`config.mk`:
```
export PLATFORM = sky130hd
export DESIGN_NAME = utf8_encoder_with_byte_budget_top
export DESIGN_NICKNAME = d
export VERILOG_FILES = /design/src/rtl/u8e_pkg.sv /design/src/rtl/u8e_front.sv /design/src/rtl/u8e_fifo.sv /design/src/rtl/u8e_back.sv /design/src/rtl/utf8_encoder_with_byte_budget_top.sv
export SDC_FILE = /design/constraint.sdc
export NUM_CORES = 1
export LEC_CHECK = 0
export BUFFER_PORTS_ARGS = -buffer_cell sky130_fd_sc_hd__buf_2
export CAP_MARGIN = 20
export CORE_ASPECT_RATIO = 2
export CORE_MARGIN = 10
export CORE_UTILIZATION = 60
export CTS_BUF_LIST = sky130_fd_sc_hd__clkbuf_4 sky130_fd_sc_hd__clkbuf_8
export CTS_CLUSTER_SIZE = 8
export DETAILED_ROUTE_END_ITERATION = 8
export PLACE_DENSITY = 0.81
export SLEW_MARGIN = 5
export SYNTH_ARGS = -nofsm -noshare
export SYNTH_HDL_FRONTEND = slang
export SYNTH_SLANG_ARGS = --single-unit
```
`constraint.sdc`:
```
create_clock -name clk_i -period 13.75 [get_ports clk_i]
set_input_delay 0.6875 -clock clk_i [delete_from_list [all_inputs] [get_ports clk_i]]
set_output_delay 0.6875 -clock clk_i [all_outputs]
set_load 0.1 [all_outputs]
```
`src/rtl/u8e_pkg.sv`:
```
// Shared types and constants for the UTF-8 encoder with a per-string byte budget.
// Used by the front, queue, back and top-level modules; depends on nothing else.
package u8e_pkg;

  localparam int unsigned CpWidth     = 21;
  localparam int unsigned CountWidth  = 16;
  localparam int unsigned ByteWidth   = 8;
  localparam int unsigned WordWidth   = 32;
  localparam int unsigned InDataWidth = 40;
  localparam int unsigned InUserWidth = 2;
  localparam int unsigned OutDataWidth = 24;

  localparam int unsigned QueueDepthDefault = 2;

  localparam logic [WordWidth-1:0] Mask2 = 32'h0000_C080;
  localparam logic [WordWidth-1:0] Mask3 = 32'h00E0_8080;
  localparam logic [WordWidth-1:0] Mask4 = 32'hF080_8080;

  localparam logic [CountWidth-1:0] CountMax = '1;

  // One accepted character waiting to be sent out byte by byte.
  typedef struct packed {
    logic [WordWidth-1:0]  word;
    logic [1:0]            len_m1;
    logic [CountWidth-1:0] base;
  } char_t;

  // Saturating add of a small increment to the running count.
  function automatic logic [CountWidth-1:0] sat_add(logic [CountWidth-1:0] a,
                                                    logic [2:0] b);
    logic [CountWidth:0] s;
    s = {1'b0, a} + {{(CountWidth-2){1'b0}}, b};
    sat_add = s[CountWidth] ? CountMax : s[CountWidth-1:0];
  endfunction

endpackage

```
`src/rtl/u8e_front.sv`:
```
// Front end: accepts code points, keeps the per-string count and stop flag,
// encodes each character and pushes the ones that fit into the queue. Uses u8e_pkg.
module u8e_front (
  input  logic                          clk_i,
  input  logic                          rst_ni,
  input  logic                          in_valid_i,
  input  logic                          in_ready_i,
  input  logic [u8e_pkg::CpWidth-1:0]   code_point_i,
  input  logic                          first_of_string_i,
  input  logic                          has_limit_i,
  input  logic [u8e_pkg::CountWidth-1:0] byte_limit_i,
  output logic                          push_o,
  output u8e_pkg::char_t                push_data_o
);
  import u8e_pkg::*;

  logic [CountWidth-1:0] byte_count_q, byte_count_d;
  logic                  stopped_q, stopped_d;
  logic [CountWidth-1:0] count_eff;
  logic                  stop_eff;
  logic [1:0]            len_m1;
  logic [2:0]            len;
  logic [WordWidth-1:0]  word;
  logic [CountWidth:0]   sum;
  logic                  over;
  logic                  accept;
  logic                  emit;

  assign accept    = in_valid_i && in_ready_i;
  assign count_eff = first_of_string_i ? '0 : byte_count_q;
  assign stop_eff  = first_of_string_i ? 1'b0 : stopped_q;

  always_comb begin
    if (code_point_i[20:16] != '0) begin
      len_m1 = 2'd3;
      word   = Mask4 | {5'd0, code_point_i[20:18], 2'd0, code_point_i[17:12],
                        2'd0, code_point_i[11:6], 2'd0, code_point_i[5:0]};
    end else if (code_point_i[15:11] != '0) begin
      len_m1 = 2'd2;
      word   = Mask3 | {12'd0, code_point_i[15:12], 2'd0, code_point_i[11:6],
                        2'd0, code_point_i[5:0]};
    end else if (code_point_i[10:7] != '0) begin
      len_m1 = 2'd1;
      word   = Mask2 | {19'd0, code_point_i[10:6], 2'd0, code_point_i[5:0]};
    end else begin
      len_m1 = 2'd0;
      word   = {25'd0, code_point_i[6:0]};
    end
  end

  assign len  = {1'b0, len_m1} + 3'd1;
  assign sum  = {1'b0, count_eff} + {{(CountWidth-2){1'b0}}, len};
  assign over = has_limit_i && (sum > {1'b0, byte_limit_i});
  assign emit = accept && !stop_eff && (code_point_i != '0) && !over;

  always_comb begin
    byte_count_d = byte_count_q;
    stopped_d    = stopped_q;
    if (accept) begin
      if (emit) begin
        byte_count_d = sat_add(count_eff, len);
        stopped_d    = 1'b0;
      end else begin
        byte_count_d = count_eff;
        stopped_d    = 1'b1;
      end
    end
  end

  assign push_o             = emit;
  assign push_data_o.word   = word;
  assign push_data_o.len_m1 = len_m1;
  assign push_data_o.base   = count_eff;

  always_ff @(posedge clk_i or negedge rst_ni) begin
    if (!rst_ni) begin
      byte_count_q <= '0;
      stopped_q    <= 1'b0;
    end else begin
      byte_count_q <= byte_count_d;
      stopped_q    <= stopped_d;
    end
  end

endmodule

```
`src/rtl/u8e_fifo.sv`:
```
// Short queue of encoded characters between the front and back ends.
// Register storage with combinational head read; uses u8e_pkg for the entry type.
module u8e_fifo #(
  parameter int unsigned Depth = u8e_pkg::QueueDepthDefault
) (
  input  logic           clk_i,
  input  logic           rst_ni,
  input  logic           push_i,
  input  u8e_pkg::char_t push_data_i,
  output logic           full_o,
  input  logic           pop_i,
  output logic           empty_o,
  output u8e_pkg::char_t head_o
);
  import u8e_pkg::*;

  localparam int unsigned PtrWidth = (Depth > 1) ? $clog2(Depth) : 1;
  localparam int unsigned CntWidth = $clog2(Depth + 1);
  localparam logic [PtrWidth-1:0] LastPtr = PtrWidth'(Depth - 1);
  localparam logic [CntWidth-1:0] FullCnt = CntWidth'(Depth);

  char_t                entries_q [Depth];
  logic [PtrWidth-1:0]  wr_ptr_q, wr_ptr_d;
  logic [PtrWidth-1:0]  rd_ptr_q, rd_ptr_d;
  logic [CntWidth-1:0]  count_q, count_d;
  logic                 do_push;
  logic                 do_pop;

  assign full_o  = (count_q == FullCnt);
  assign empty_o = (count_q == '0);
  assign head_o  = entries_q[rd_ptr_q];
  assign do_push = push_i && !full_o;
  assign do_pop  = pop_i && !empty_o;

  always_comb begin
    wr_ptr_d = wr_ptr_q;
    rd_ptr_d = rd_ptr_q;
    count_d  = count_q;
    if (do_push) begin
      wr_ptr_d = (wr_ptr_q == LastPtr) ? '0 : wr_ptr_q + 1'b1;
    end
    if (do_pop) begin
      rd_ptr_d = (rd_ptr_q == LastPtr) ? '0 : rd_ptr_q + 1'b1;
    end
    if (do_push && !do_pop) begin
      count_d = count_q + 1'b1;
    end else if (do_pop && !do_push) begin
      count_d = count_q - 1'b1;
    end
  end

  always_ff @(posedge clk_i) begin
    if (do_push) begin
      entries_q[wr_ptr_q] <= push_data_i;
    end
  end

  always_ff @(posedge clk_i or negedge rst_ni) begin
    if (!rst_ni) begin
      wr_ptr_q <= '0;
      rd_ptr_q <= '0;
      count_q  <= '0;
    end else begin
      wr_ptr_q <= wr_ptr_d;
      rd_ptr_q <= rd_ptr_d;
      count_q  <= count_d;
    end
  end

endmodule

```
`src/rtl/u8e_back.sv`:
```
// Back end: takes encoded characters from the queue and sends them one byte
// per request through a registered output stage. Uses u8e_pkg.
module u8e_back (
  input  logic                           clk_i,
  input  logic                           rst_ni,
  input  logic                           empty_i,
  input  u8e_pkg::char_t                 head_i,
  output logic                           pop_o,
  output logic                           out_valid_o,
  input  logic                           out_ready_i,
  output logic [u8e_pkg::ByteWidth-1:0]  out_byte_o,
  output logic                           last_of_char_o,
  output logic [u8e_pkg::CountWidth-1:0] bytes_emitted_o
);
  import u8e_pkg::*;

  logic [1:0]            idx_q, idx_d;
  logic                  valid_q, valid_d;
  logic [ByteWidth-1:0]  byte_q, byte_d;
  logic                  last_q, last_d;
  logic [CountWidth-1:0] cnt_q, cnt_d;
  logic                  load;
  logic                  is_last;
  logic [1:0]            shift;

  assign load    = !valid_q || out_ready_i;
  assign is_last = (idx_q == head_i.len_m1);
  assign shift   = head_i.len_m1 - idx_q;
  assign pop_o   = load && !empty_i && is_last;

  always_comb begin
    idx_d   = idx_q;
    valid_d = valid_q;
    byte_d  = byte_q;
    last_d  = last_q;
    cnt_d   = cnt_q;
    if (load) begin
      valid_d = !empty_i;
      if (!empty_i) begin
        byte_d = head_i.word[{shift, 3'b000} +: ByteWidth];
        last_d = is_last;
        cnt_d  = sat_add(head_i.base, {1'b0, idx_q} + 3'd1);
        idx_d  = is_last ? 2'd0 : idx_q + 2'd1;
      end
    end
  end

  always_ff @(posedge clk_i) begin
    byte_q <= byte_d;
    last_q <= last_d;
    cnt_q  <= cnt_d;
  end

  always_ff @(posedge clk_i or negedge rst_ni) begin
    if (!rst_ni) begin
      idx_q   <= 2'd0;
      valid_q <= 1'b0;
    end else begin
      idx_q   <= idx_d;
      valid_q <= valid_d;
    end
  end

  assign out_valid_o     = valid_q;
  assign out_byte_o      = byte_q;
  assign last_of_char_o  = last_q;
  assign bytes_emitted_o = cnt_q;

endmodule

```
`src/rtl/utf8_encoder_with_byte_budget_top.sv`:
```
// UTF-8 encoder with a per-string byte budget: top level.
// The slave side takes one code point per request with its budget controls.
// The master side gives one encoded byte per request with tlast on the final
// byte of each character and the running byte count of the string.
// A front end accepts a request in every cycle while the queue has room,
// encodes it and decides whether it fits the budget; dropped characters and
// string terminators produce no output. A back end sends queued characters
// at one byte per cycle while the receiver is ready; a character has one to
// four bytes, and the output byte rate sets the throughput.
// The first byte of a character passes the queue and then the output register.
// When the receiver stalls, the output register holds its byte, the queue
// fills and then tready drops; nothing is lost. Reset clears the count, the
// stop flag, the queue and the output valid.
// Depends on u8e_pkg, u8e_front, u8e_fifo and u8e_back.
module utf8_encoder_with_byte_budget_top #(
  parameter int unsigned QueueDepth = u8e_pkg::QueueDepthDefault
) (
  input  logic                             clk_i,
  input  logic                             rst_ni,
  input  logic                             s_axis_tvalid_i,
  output logic                             s_axis_tready_o,
  // Fields from bit 0: code_point[20:0], byte_limit[36:21], zero pad.
  input  logic [u8e_pkg::InDataWidth-1:0]  s_axis_tdata_i,
  // Fields from bit 0: first_of_string, has_limit.
  input  logic [u8e_pkg::InUserWidth-1:0]  s_axis_tuser_i,
  output logic                             m_axis_tvalid_o,
  input  logic                             m_axis_tready_i,
  // Fields from bit 0: out_byte[7:0], bytes_emitted[23:8].
  output logic [u8e_pkg::OutDataWidth-1:0] m_axis_tdata_o,
  output logic                             m_axis_tlast_o
);
  import u8e_pkg::*;

  char_t                 push_data;
  char_t                 head;
  logic                  push;
  logic                  full;
  logic                  empty;
  logic                  pop;
  logic [ByteWidth-1:0]  out_byte;
  logic [CountWidth-1:0] bytes_emitted;

  assign s_axis_tready_o = !full;

  u8e_front u_front (
    .clk_i             (clk_i),
    .rst_ni            (rst_ni),
    .in_valid_i        (s_axis_tvalid_i),
    .in_ready_i        (s_axis_tready_o),
    .code_point_i      (s_axis_tdata_i[CpWidth-1:0]),
    .first_of_string_i (s_axis_tuser_i[0]),
    .has_limit_i       (s_axis_tuser_i[1]),
    .byte_limit_i      (s_axis_tdata_i[CpWidth +: CountWidth]),
    .push_o            (push),
    .push_data_o       (push_data)
  );

  u8e_fifo #(
    .Depth (QueueDepth)
  ) u_fifo (
    .clk_i       (clk_i),
    .rst_ni      (rst_ni),
    .push_i      (push),
    .push_data_i (push_data),
    .full_o      (full),
    .pop_i       (pop),
    .empty_o     (empty),
    .head_o      (head)
  );

  u8e_back u_back (
    .clk_i           (clk_i),
    .rst_ni          (rst_ni),
    .empty_i         (empty),
    .head_i          (head),
    .pop_o           (pop),
    .out_valid_o     (m_axis_tvalid_o),
    .out_ready_i     (m_axis_tready_i),
    .out_byte_o      (out_byte),
    .last_of_char_o  (m_axis_tlast_o),
    .bytes_emitted_o (bytes_emitted)
  );

  assign m_axis_tdata_o = {bytes_emitted, out_byte};

endmodule

```
Yosys cells after proc, flatten, opt, wreduce, memory -nomap -nowiden
Memories as Yosys holds them, arrays and structs flattened.
Index checks and enable logic that the tools add are counted.
- bitwise logic cells: 1
- $add $sub $neg: 10
- equality and inequality tests: 2
- $lt $le $gt $ge: 1
- reduce and logical (&&, ||, !) cells: 26
- $mul: 0
- shift-type cells: 1
- divide/modulo/power cells: 0
- multiplexer cells: 18
- operators by type and width (kind ; count):
    16-bit 2-to-1 mux ; 4
    32-bit 2-to-1 mux ; 2
    16-bit by 3-bit adder with 17-bit output ; 2
    32-bit by 6-bit variable part select with 8-bit output ; 1
    21-bit nonzero test ; 1
    17-bit by 16-bit > comparator with 1-bit output ; 1
    1-bit logical AND ; 11
    2-bit 2-to-1 mux ; 5
    5-bit nonzero test ; 2
    1-bit zero test ; 7
    1-bit 2-to-1 mux ; 7
    2-bit by 1-bit adder with 3-bit output, second input constant ; 2
    2-bit by 1-bit adder with 2-bit output, second input constant ; 2
    4-bit nonzero test ; 1
    1-bit adder, second input constant ; 2
    2-bit equality test ; 1
    2-bit equality test, second input constant ; 1
    2-bit zero test ; 1
    2-bit AND reduction ; 1
    2-bit nonzero test ; 1
    2-bit by 1-bit subtractor with 2-bit output, second input constant ; 1
    2-bit subtractor ; 1
    1-bit logical OR ; 1
    1-bit NOT ; 1
- memory bits (read-only): 0
- bits in latches: 0
- memories kept: 1
- logic and storage cells: 70
- bits in writable memories: 100
- output and inout port bits: 27
- register bits after elaboration: 49
- memory list (memory ; words ; width ; rd ports ; clocked after memory_dff ; write ports ; RTL line ; text):
    u_fifo.entries_q ; 2 ; 50 ; 1 ; 0 ; 1 ; u8e_fifo.sv:22 ; char_t entries_q [Depth];

Longest topological paths before layout
Gate-level depths: netlist of run 1.
- word-level depth: 15
- depth in mapped cells: 22

Hierarchy
Synthesis of run 1 repeated with hierarchy kept, for this count alone.
- cell total of the unflattened synthesis: 552
- area total of the unflattened synthesis: 7628.6 um^2
- modules (own cells, without submodules) (module ; cells each ; area each (um^2) ; instances):
    u8e_fifo ; 175 ; 4057.6 ; 1
    u8e_front ; 255 ; 1988.2 ; 1
    u8e_back ; 121 ; 1579.0 ; 1
    utf8_encoder_with_byte_budget_top ; 1 ; 3.8 ; 1

Worst setup path before layout of run 1
No wires, ideal clock.
- kind: input to register
- start: in s_axis_tdata_i[7] in the netlist's numbering
- end: mem u_fifo.entries_q[0][0] in the netlist's numbering, enable pin
- stages on the path: 16
- path buffers: 0
- slack: 7361 ps
- arrival time: 5943 ps
- data required time: 13304 ps
- library setup time: 446 ps
- cells stage by stage: or4_1 > a21o_1 > inv_1 > ha_1 > nor2b_1 > o2111ai_1 > nor2_1 > and3_1 > xor2_1 > ha_1 > nand4_2 > nor4_4 > a41oi_1 > nor3_1 > nand2_1 > nor2_1
- RTL lines (element ; RTL line ; text):
    from (decl) ; utf8_encoder_with_byte_budget_top.sv:23 ; input logic [u8e_pkg::InDataWidth-1:0] s_axis_tdata_i,
    to (decl) ; u8e_fifo.sv:22 ;

==> impl_metrics.yaml, run 1 <==
global_route:
  grt_util_all_layers_pct: 19.3
  antenna_found_initial: 0
  grt_max_degree: 52
  grt_overflow: 0
  grt_pass1_vias: 4917
  grt_pass1_wl_um: 23800
pwr:
  finalPower_mw: 1.82
  leakage_nw: 3.04
  powerDensity_nw_per_um2: 237
  vdd_ir_drop_max_uv: 180
floorplanning:
  core_area_um2: 11200
  die_h_um: 171
  dieArea_um2: 16300
  io_pins: 73
  dieWidth_um: 95.3
  core.rowCount: 55
  start_util_pct: 60.6
place:
  portBuffers: 69
  post-place-cells: 731
  post_dp_cell_area_um2: 7240
  dp_hpwl_um: 11500
  gp_congestion: 0.916
route:
  dr_total_vias: 4621
  drt_iter0_drc: 303
  drc: 0
  firstDrtPassIters: 6
  routed-wl-met2_um: 9000
  wl_um: 15300
  top_layer: "met4"
  wl_met3_um: 813
  wl_met1_um: 4880
  final_antenna_net_count: 0
  avgRoutedWirePerCell_um: 20.0
  vias_per_cell: 6.04
cts:
  cts_made_buffers: 17
  postCtsSetupRepairBufs: 0
  ctsHoldBuffers: 0
  clkLatencyLatePin_ps: 450
  clk_pin_slew_ps: 80
  cts_buffer_depth: 2
  post_cts_resized: 0
  cts_tree: "done"
  htree_levels: 4
  clock_sinks: 137
  cts-root-buf: "clkbuf_8"
timing:
  fin_skew_ps: 18.1
  slew_headroom_pct: 44.0
  timing.setup.tns_ps: 0
  fin_crit_ps: 6020
  fmax_ghz: 0.166
  layout_worst_path_cycle_share_pct: 43.8
  whs_ps: 233
  finalMaxSlewViolations: 0
  setup_viol_count_final: 0
  tightest_slew_ps: 839
  finalHoldViolCount: 0
  rsz0062_at_grt: "false"
finish:
  antenna_cells: 0
  drive_gt1_share_pct: 22.0
  final_common_cell: "edfxtp_1"
  final_cell_mix: "edfxtp_1, buf_2, nand2_1"
  fin_area_um2: 7660
  final_nets: 680
  fillers: 787
  instances_no_fill: 765
  synthToLayoutAreaGrowth_pct: 12.6
setup_path:
  end_kind: "flip-flop"
  path_class: "input port to flip-flop"
  arrival_ps: 6100
  start_kind: "input port"
  reg2reg_depth: 16
  cp.required_ps: 13820
  r2r_slack_ps: 8330
  critPathMaxFanout: 44
synthesis:
  ys_warn_count: 0
  yosysTopAreaCell: "edfxtp_1"
  postSynthCellCount: 546
  ys.flop_type: "edfxtp_1"
  synth_area_leaders: "edfxtp_1, dfrtp_1, ha_1"
  async_reset_ff_share_pct: 17.5
  synth-edff-count: 113
  synth_cell_type_count: 55
  yosysSeqAreaShare_pct: 58.7
  synth.ff_latch_count: 137
  synth_nets: 616
  yosysTopAreaCellShare_pct: 49.9
  synth_area_um2: 6800
  syn_area_per_cell_um2: 12.5
outcome:
  status: "complete, no violations"
job:
  cap_violations: 0
min_path:
  hold_class: "input port to async pin"
Yosys cell counts (all sizes together), types with 4 or more instances:
cell type / count
a21oi: 23
inv: 35
nand3: 11
a22oi: 4
o21a: 4
or3: 4
dfrtp: 24
and2: 5
and3: 5
a31oi: 6
a32oi: 9
o21ai: 17
xor2: 17
nor2b: 24
nor2: 27
mux4: 8
nor3: 11
clkbuf: 20
a21o: 6
xnor2: 16
buf: 10
mux2: 7
nand2b: 11
ha: 22
nand2: 40
a32o: 4
mux2i: 17
nand4: 7
nor4: 8
edfxtp: 113
cells by family (layout without fill, tap and decap cells):
family          count (synthesis)  in the layout  synth area share, %
simple gates                  164            164                 12.8
flops                         137            137                 58.7
xor+xnor                       33             33                 4.36
fa+ha+maj                      24             24                 4.64
buf+inv                        65            142                 3.88
compound gates                 91             91                 9.26
mux                            32             32                 6.31
worst paths after layout:
check / startpoint / to
max in group asynchronous: rst_ni / u_fifo.rd_ptr_q$_DFFE_PN0P_
setup reg to reg: u_front.byte_count_q[1]$_DFFE_PN0P_ / u_fifo.entries_q[1][9]$_DFFE_PP_
min in group clk_i: s_axis_tdata_i[0] / u_fifo.entries_q[0][18]$_DFFE_PP_
setup / recovery: s_axis_tdata_i[17] / u_fifo.entries_q[1][9]$_DFFE_PP_
hold / removal: rst_ni / u_front.byte_count_q[13]$_DFFE_PN0P_
hold reg to reg: u_front.byte_count_q[0]$_DFFE_PN0P_ / u_front.byte_count_q[0]$_DFFE_PN0P_
stage by stage:
stage,setup slack (ps),utilization [%]
after global routing,7430,68.3
final,7730,68.3
after CTS,7750,67.8
after global placement,7390,64.5
after floorplan,7360,-
after detailed placement,7300,64.5
routing by layer:
metal  track usage, %  up-vias
met2             37.2      189
li1                 -     2141
met5                0        -
met1             17.5     2247
met3             3.51       44
met4             11.3        0
state kept, by name (all words and copies together) (netlist names):
signal,flops
u_fifo.rd_ptr_q,1
u_fifo.count_q,2
u_back.last_of_char_o,1
u_fifo.wr_ptr_q,1
u_back.idx_q,2
u_fifo.entries_q,88
u_back.bytes_emitted_o,16
u_front.stopped_q,1
u_back.out_byte_o,8
u_back.out_valid_o,1
u_front.byte_count_q,16
report_power, final:
| part | total, mW | internal, mW | switching (mW) |
|---|---|---|---|
| Clock | 0.305 | 0.135 | 0.170 |
| Sequential | 0.669 | 0.606 | 0.0622 |
| Combinational | 0.843 | 0.239 | 0.604 |
| Total | 1.82 | 0.980 | 0.837 |
cell type report:
cell class / instances / area [um^2] / share of cell area (%)
Multi-Input combinational cell: 344 / 2560 / 33.4
Sequential cell: 137 / 4000 / 52.2
Inverter: 35 / 131 / 1.72
Clock buffer: 18 / 241 / 3.15
Tap cell: 142 / 178 / 2.32
Clock inverter: 14 / 130 / 1.70
Timing Repair Buffer: 75 / 423 / 5.52
critical path, stage by stage:
cell       delay [ps]
buf_2             100
nor3_1            430
and3_1            310
inv_1             150
ha_1              290
nor2b_1           140
o2111ai_1         600
nor2_1            230
and3_1            250
xor2_1            160
ha_1              300
nand4_2           140
inv_1              60
a221oi_1          570
a2111o_1          580
nand2_1           380
nor2_4            160
buf_4             500
(Power assumes the default switching activity.)
==> run 2: changes to the inputs <==
clock period = 5.8 ns   (was 13.75 ns; I/O delays follow)
==> run 2 against run 1 <==
Compared with the run above: first-iteration DRC count increased by 4.3%; combinational power rose by 140%; clock skew fell by 4.4 ps; total power is 150% higher; critical endpoint is now u_fifo.count_q[1]$_DFFE_PN0P_; critical path depth is 5 higher; wire length is 4.2% higher; highest routed layer unchanged; sequential share of layout area is 1.0 points lower; final area is 2.0% higher.
==> impl_metrics.yaml, run 2 (synthesis results as in run 1) <==
setup_path:
  path_class: "input port to flip-flop"
  r2r_slack_ps: 1260
  critPathMaxFanout: 5
  r2r_end: "u_fifo.count_q[1]$_DFFE_PN0P_"
  end_kind: "flip-flop"
  cp.required_ps: 6120
  r2r_start: "u_front.byte_count_q[0]$_DFFE_PN0P_"
  start_kind: "input port"
  arrival_ps: 5110
  reg2reg_depth: 19
place:
  dp_hpwl_um: 11800
  post-place-cells: 738
  gp_congestion: 0.933
  place_ws_ps: 669
  portBuffers: 69
global_route:
  grt_util_all_layers_pct: 20.3
  use_met3_pct: 3.99
  grt_pass1_wl_um: 24900
  grt_max_degree: 52
  grt_pass1_vias: 4897
  gr-max-usage-layer: "met2"
  grt_use_met1_pct: 18.7
  grt_overflow: 0
  antenna_found_initial: 0
  use_met2_pct: 38.5
pwr:
  vdd_ir_drop_max_uv: 544
  finalPower_mw: 4.48
  leakage_nw: 3.11
  powerDensity_nw_per_um2: 573
floorplanning:
  io_pins: 73
  core.rowCount: 55
  start_util_pct: 60.6
  dieWidth_um: 95.3
  die_h_um: 171
  dieArea_um2: 16300
  core_area_um2: 11200
route:
  dr_total_vias: 4698
  final_antenna_net_count: 0
  drc: 0
  drt_iter0_drc: 316
  firstDrtPassIters: 7
  wl_um: 16000
  avgRoutedWirePerCell_um: 20.6
  vias_per_cell: 6.07
cts:
  clock_sinks: 137
  cts_made_buffers: 17
  clkLatencyLatePin_ps: 440
  htree_levels: 4
  cts-root-buf: "clkbuf_8"
  cts_buffer_depth: 2
  cts_tree: "done"
  clk_pin_slew_ps: 80
finish:
  final_common_cell: "edfxtp_1"
  drive_gt1_share_pct: 22.9
  synthToLayoutAreaGrowth_pct: 14.9
  final_cell_mix: "edfxtp_1, buf_2, nand2_1"
  final_nets: 689
  top_register: "u_fifo.entries_q"
  instances_no_fill: 774
  largest_register_ffs: 88
  antenna_cells: 0
min_path:
  hold_path.startpoint: "s_axis_tdata_i[8]"
  holdPathStages: 1
  hold_class: "input port to flip-flop"
  hold_end: "u_fifo.entries_q[1][28]$_DFFE_PP_"
outcome:
  status: "complete, no violations"
timing:
  layout_worst_path_cycle_share_pct: 82.6
  fmax_ghz: 0.209
  timing.setup.tns_ps: 0
  finalMaxSlewViolations: 0
  tightest_slew_ps: 866
  setup_viol_count_final: 0
  whs_ps: 53.6
  fin_crit_ps: 4790
  timing.final.ws_setup_ps: 1010
  slew_headroom_pct: 42.1
  fin_skew_ps: 13.6
  finalHoldViolCount: 0
  rsz0062_at_grt: "false"
job:
  cap_violations: 0
run 2: cell count changes in the layout (fill, tap and decap cells not counted), sizes merged:
| cell | change |
|---|---|
| dlygate4sd3 | +1 |
| clkinvlp | +1 |
| bufinv | +3 |
| buf | +8 |
| inv | -1 |
| clkinv | -3 |
run 2: repair_timing:
item                                   CTS  global route
gates resized for setup                  0             0
setup buffers                            0             0
hold buffers                             1             0
endpoints found under the hold margin   24             0
run 2: per-layer routing:
layer  share of wire (%)  vias to the layer above  routed length, um
met5                   0                        -                  0
met3                 5.1                       58                812
met4                 5.1                        0                820
li1                    -                     2165                  -
met2                  58                      205               9200
met1                  32                     2270               5130
run 2: layout make-up:
cell class	count	area, um^2
Timing Repair Buffer	84	526
Clock inverter	14	183
Fill cell	760	3410
Inverter	35	131
Multi-Input combinational cell	344	2560
Clock buffer	18	241
Sequential cell	137	4000
Tap cell	142	178
run 2: how the worst max path moves through the flow:
stage                       start                                end  cells past startpoint
2_1_floorplan   s_axis_tdata_i[7]   u_fifo.entries_q[0][0]$_DFFE_PP_                     16
3_3_place_gp   s_axis_tdata_i[12]  u_fifo.entries_q[0][39]$_DFFE_PP_                     20
3_5_place_dp   s_axis_tdata_i[12]      u_fifo.count_q[1]$_DFFE_PN0P_                     23
4_1_cts        s_axis_tdata_i[12]      u_fifo.count_q[1]$_DFFE_PN0P_                     23
5_1_grt        s_axis_tdata_i[12]      u_fifo.count_q[1]$_DFFE_PN0P_                     23
6_report       s_axis_tdata_i[12]      u_fifo.count_q[1]$_DFFE_PN0P_                     23
run 2: where the power goes:
group / switching [mW] / total [mW] / internal, mW
Sequential: 0.151 / 1.59 / 1.44
Clock: 0.384 / 0.824 / 0.441
Combinational: 1.46 / 2.06 / 0.601
run 2: critical path, stage by stage:
cell	delay [ps]
buf_2	110
nor3_1	290
and2_1	220
a21o_1	180
inv_1	60
ha_1	210
fa_1	440
nand4b_1	290
nor2_1	340
and3_1	220
xor2_1	260
ha_1	310
nand4_2	180
inv_1	60
a221oi_1	540
a2111o_1	250
nand2_1	90
buf_4	170
inv_1	70
ha_1	160
xor2_1	160
nor2_1	70
xor2_1	140
run 2: metrics by stage:
stage	util, %	area (um^2)
CTS	69.1	7750
global placement	65.2	7310
global route	69.6	7810
floorplan	-	6800
finish	69.6	7810
detailed placement	65.2	7310
==> run 3: changes to the inputs <==
clock period = 4.69 ns   (was 5.8 ns; I/O delays follow)
==> run 3 against run 2 <==
Compared with the run above: utilization grew 2.8 points; count of clock-buffer cells in the layout shrank 1; register-to-register slack lost 800 ps; first-iteration DRC count grew 6.0%; worst setup slack lost 670 ps; via count grew 3.2%; final area grew 4.1%.
==> impl_metrics.yaml, run 3 (synthesis results as in run 1) <==
finish:
  drive_gt1_share_pct: 27.4
  synthToLayoutAreaGrowth_pct: 19.5
  antenna_cells: 0
  largest_register_ffs: 88
  final_cell_mix: "edfxtp_1, buf_2, nand2_1"
  top_register: "u_fifo.entries_q"
  final_nets: 714
  final_common_cell: "edfxtp_1"
  instances_no_fill: 798
place:
  post-place-cells: 753
  portBuffers: 69
  gp_congestion: 0.920
  dp_hpwl_um: 11900
route:
  dr_total_vias: 4847
  drt_iter0_drc: 335
  firstDrtPassIters: 5
  avgRoutedWirePerCell_um: 20.5
  final_antenna_net_count: 0
  vias_per_cell: 6.07
  drc: 0
  wl_um: 16300
global_route:
  grt_overflow: 0
  grt_pass1_vias: 5130
  grt_max_degree: 42
  antenna_found_initial: 0
  grt_util_all_layers_pct: 20.2
  grt_pass1_wl_um: 25000
setup_path:
  start_kind: "input port"
  path_class: "input port to flip-flop"
  crit_top_cell: "nor3_2"
  slowest_delay_ps: 400
  cp.required_ps: 4810
  critPathMaxFanout: 36
  cp_slowest_cell: "fa_2"
  arrival_ps: 4470
  crit_chain: "dlymetal6s4s_1 > nor3_2 > and2_4 > a21o_1 > inv_2 > ha_4 > fa_2 > nand4b_1 > buf_4 > nor4_4 > nand3_2 > xor2_1 > nor2_1 > ha_1 > and3_4 > o21ai_2 > a41oi_2 > nor3_2 > nand2_4 > nor2_4 > buf_12"
  end_kind: "flip-flop"
floorplanning:
  start_util_pct: 60.6
  dieArea_um2: 16300
  core.rowCount: 55
  core_area_um2: 11200
  io_pins: 73
  die_h_um: 171
  dieWidth_um: 95.3
cts:
  cts_buffer_depth: 2
  cts_tree: "done"
  clkLatencyLatePin_ps: 440
  cts-root-buf: "clkbuf_8"
  clk_pin_slew_ps: 80
  clock_sinks: 137
  htree_levels: 4
  cts_made_buffers: 17
timing:
  timing.setup.tns_ps: 0
  fin_skew_ps: 13.6
  layout_worst_path_cycle_share_pct: 92.8
  rsz0062_at_grt: "false"
  slew_headroom_pct: 46.9
  fin_crit_ps: 4350
  finalMaxSlewViolations: 0
  finalHoldViolCount: 0
  tightest_slew_ps: 797
  setup_viol_count_final: 0
  fmax_ghz: 0.230
job:
  cap_violations: 0
outcome:
  status: "complete, no violations"
pwr:
  leakage_nw: 3.27
  powerDensity_nw_per_um2: 680
  vdd_ir_drop_max_uv: 578
min_path:
  hold_class: "input port to flip-flop"
run 3: cell count changes in the layout (fill, tap and decap cells not counted), sizes merged:
cell	previous run	this run
dlygate4sd3	1	9
inv	43	42
clkinv	0	2
dlymetal6s4s	0	3
clkbuf	18	17
clkinvlp	3	2
buf	83	97
run 3: worst max-delay path, delay by kind of cell:
family | cells | cell delay (ps)
and+or+nand+nor | 10 | 2050
adders and majority gates | 3 | 860
buffers and inverters | 4 | 770
AOI/OAI and AO/OA | 3 | 380
xor gates and xnor gates | 1 | 160
run 3: routing by layer:
metal	share of wire, %	GRT usage, %	vias up	wire length (um)
met3	4.9	4.39	59	796
met2	58	38.5	213	9430
li1	-	-	2211	-
met5	0	0	-	0
met1	33	18.3	2364	5360
met4	4.6	11.6	0	757
run 3: power breakdown:
group / total (mW) / switching, mW / internal (mW)
logic: 2.55 / 1.81 / 0.746
registers: 1.96 / 0.186 / 1.78
clock network: 1.02 / 0.477 / 0.538
run 3: final timing paths:
kind	slack, ps	depth (start not counted)	endpoint	start
min in group asynchronous	330	2	u_front.byte_count_q[8]$_DFFE_PN0P_	rst_ni
worst min-delay path	30	1	u_fifo.entries_q[0][18]$_DFFE_PP_	s_axis_tdata_i[0]
worst min register to register	500	1	u_front.stopped_q$_DFFE_PN0P_	u_front.stopped_q$_DFFE_PN0P_
max in group asynchronous	3930	2	u_fifo.rd_ptr_q$_DFFE_PN0P_	rst_ni
worst max-delay path	340	21	u_fifo.entries_q[0][8]$_DFFE_PP_	s_axis_tdata_i[14]
worst max register to register	460	17	u_fifo.entries_q[0][8]$_DFFE_PP_	u_front.byte_count_q[0]$_DFFE_PN0P_
run 3: area by class of cell:
class	instances	area, um^2
clock buffers	17	234
repair buffers	109	736
multi-input cells	344	2670
fillers	727	3090
well taps	142	178
clock inverters	14	186
flip-flops and latches	137	4000
inverters	35	131
run 3: stage by stage:
stage	utilization, %	setup slack (ps)	power [mW]	hold WS, ps	cell area, um^2
6_report	72.5	336	5.53	27.1	8130
3_3_place_gp	66.3	109	4.40	252	7440
5_1_grt	72.5	143	5.78	3.60	8130
2_1_floorplan	-	36.4	3.92	-61.1	6830
3_5_place_dp	66.3	44.4	4.47	266	7440
4_1_cts	71.1	20.2	5.49	4.46	7980
run 3: repair_timing:
action / 4_1_cts / 5_1_grt
endpoints found under the hold margin: 46 / 0
gates resized for setup: 0 / 28
setup buffers: 0 / 5
setup endpoints to repair: 0 / 107
hold buffers: 12 / 0
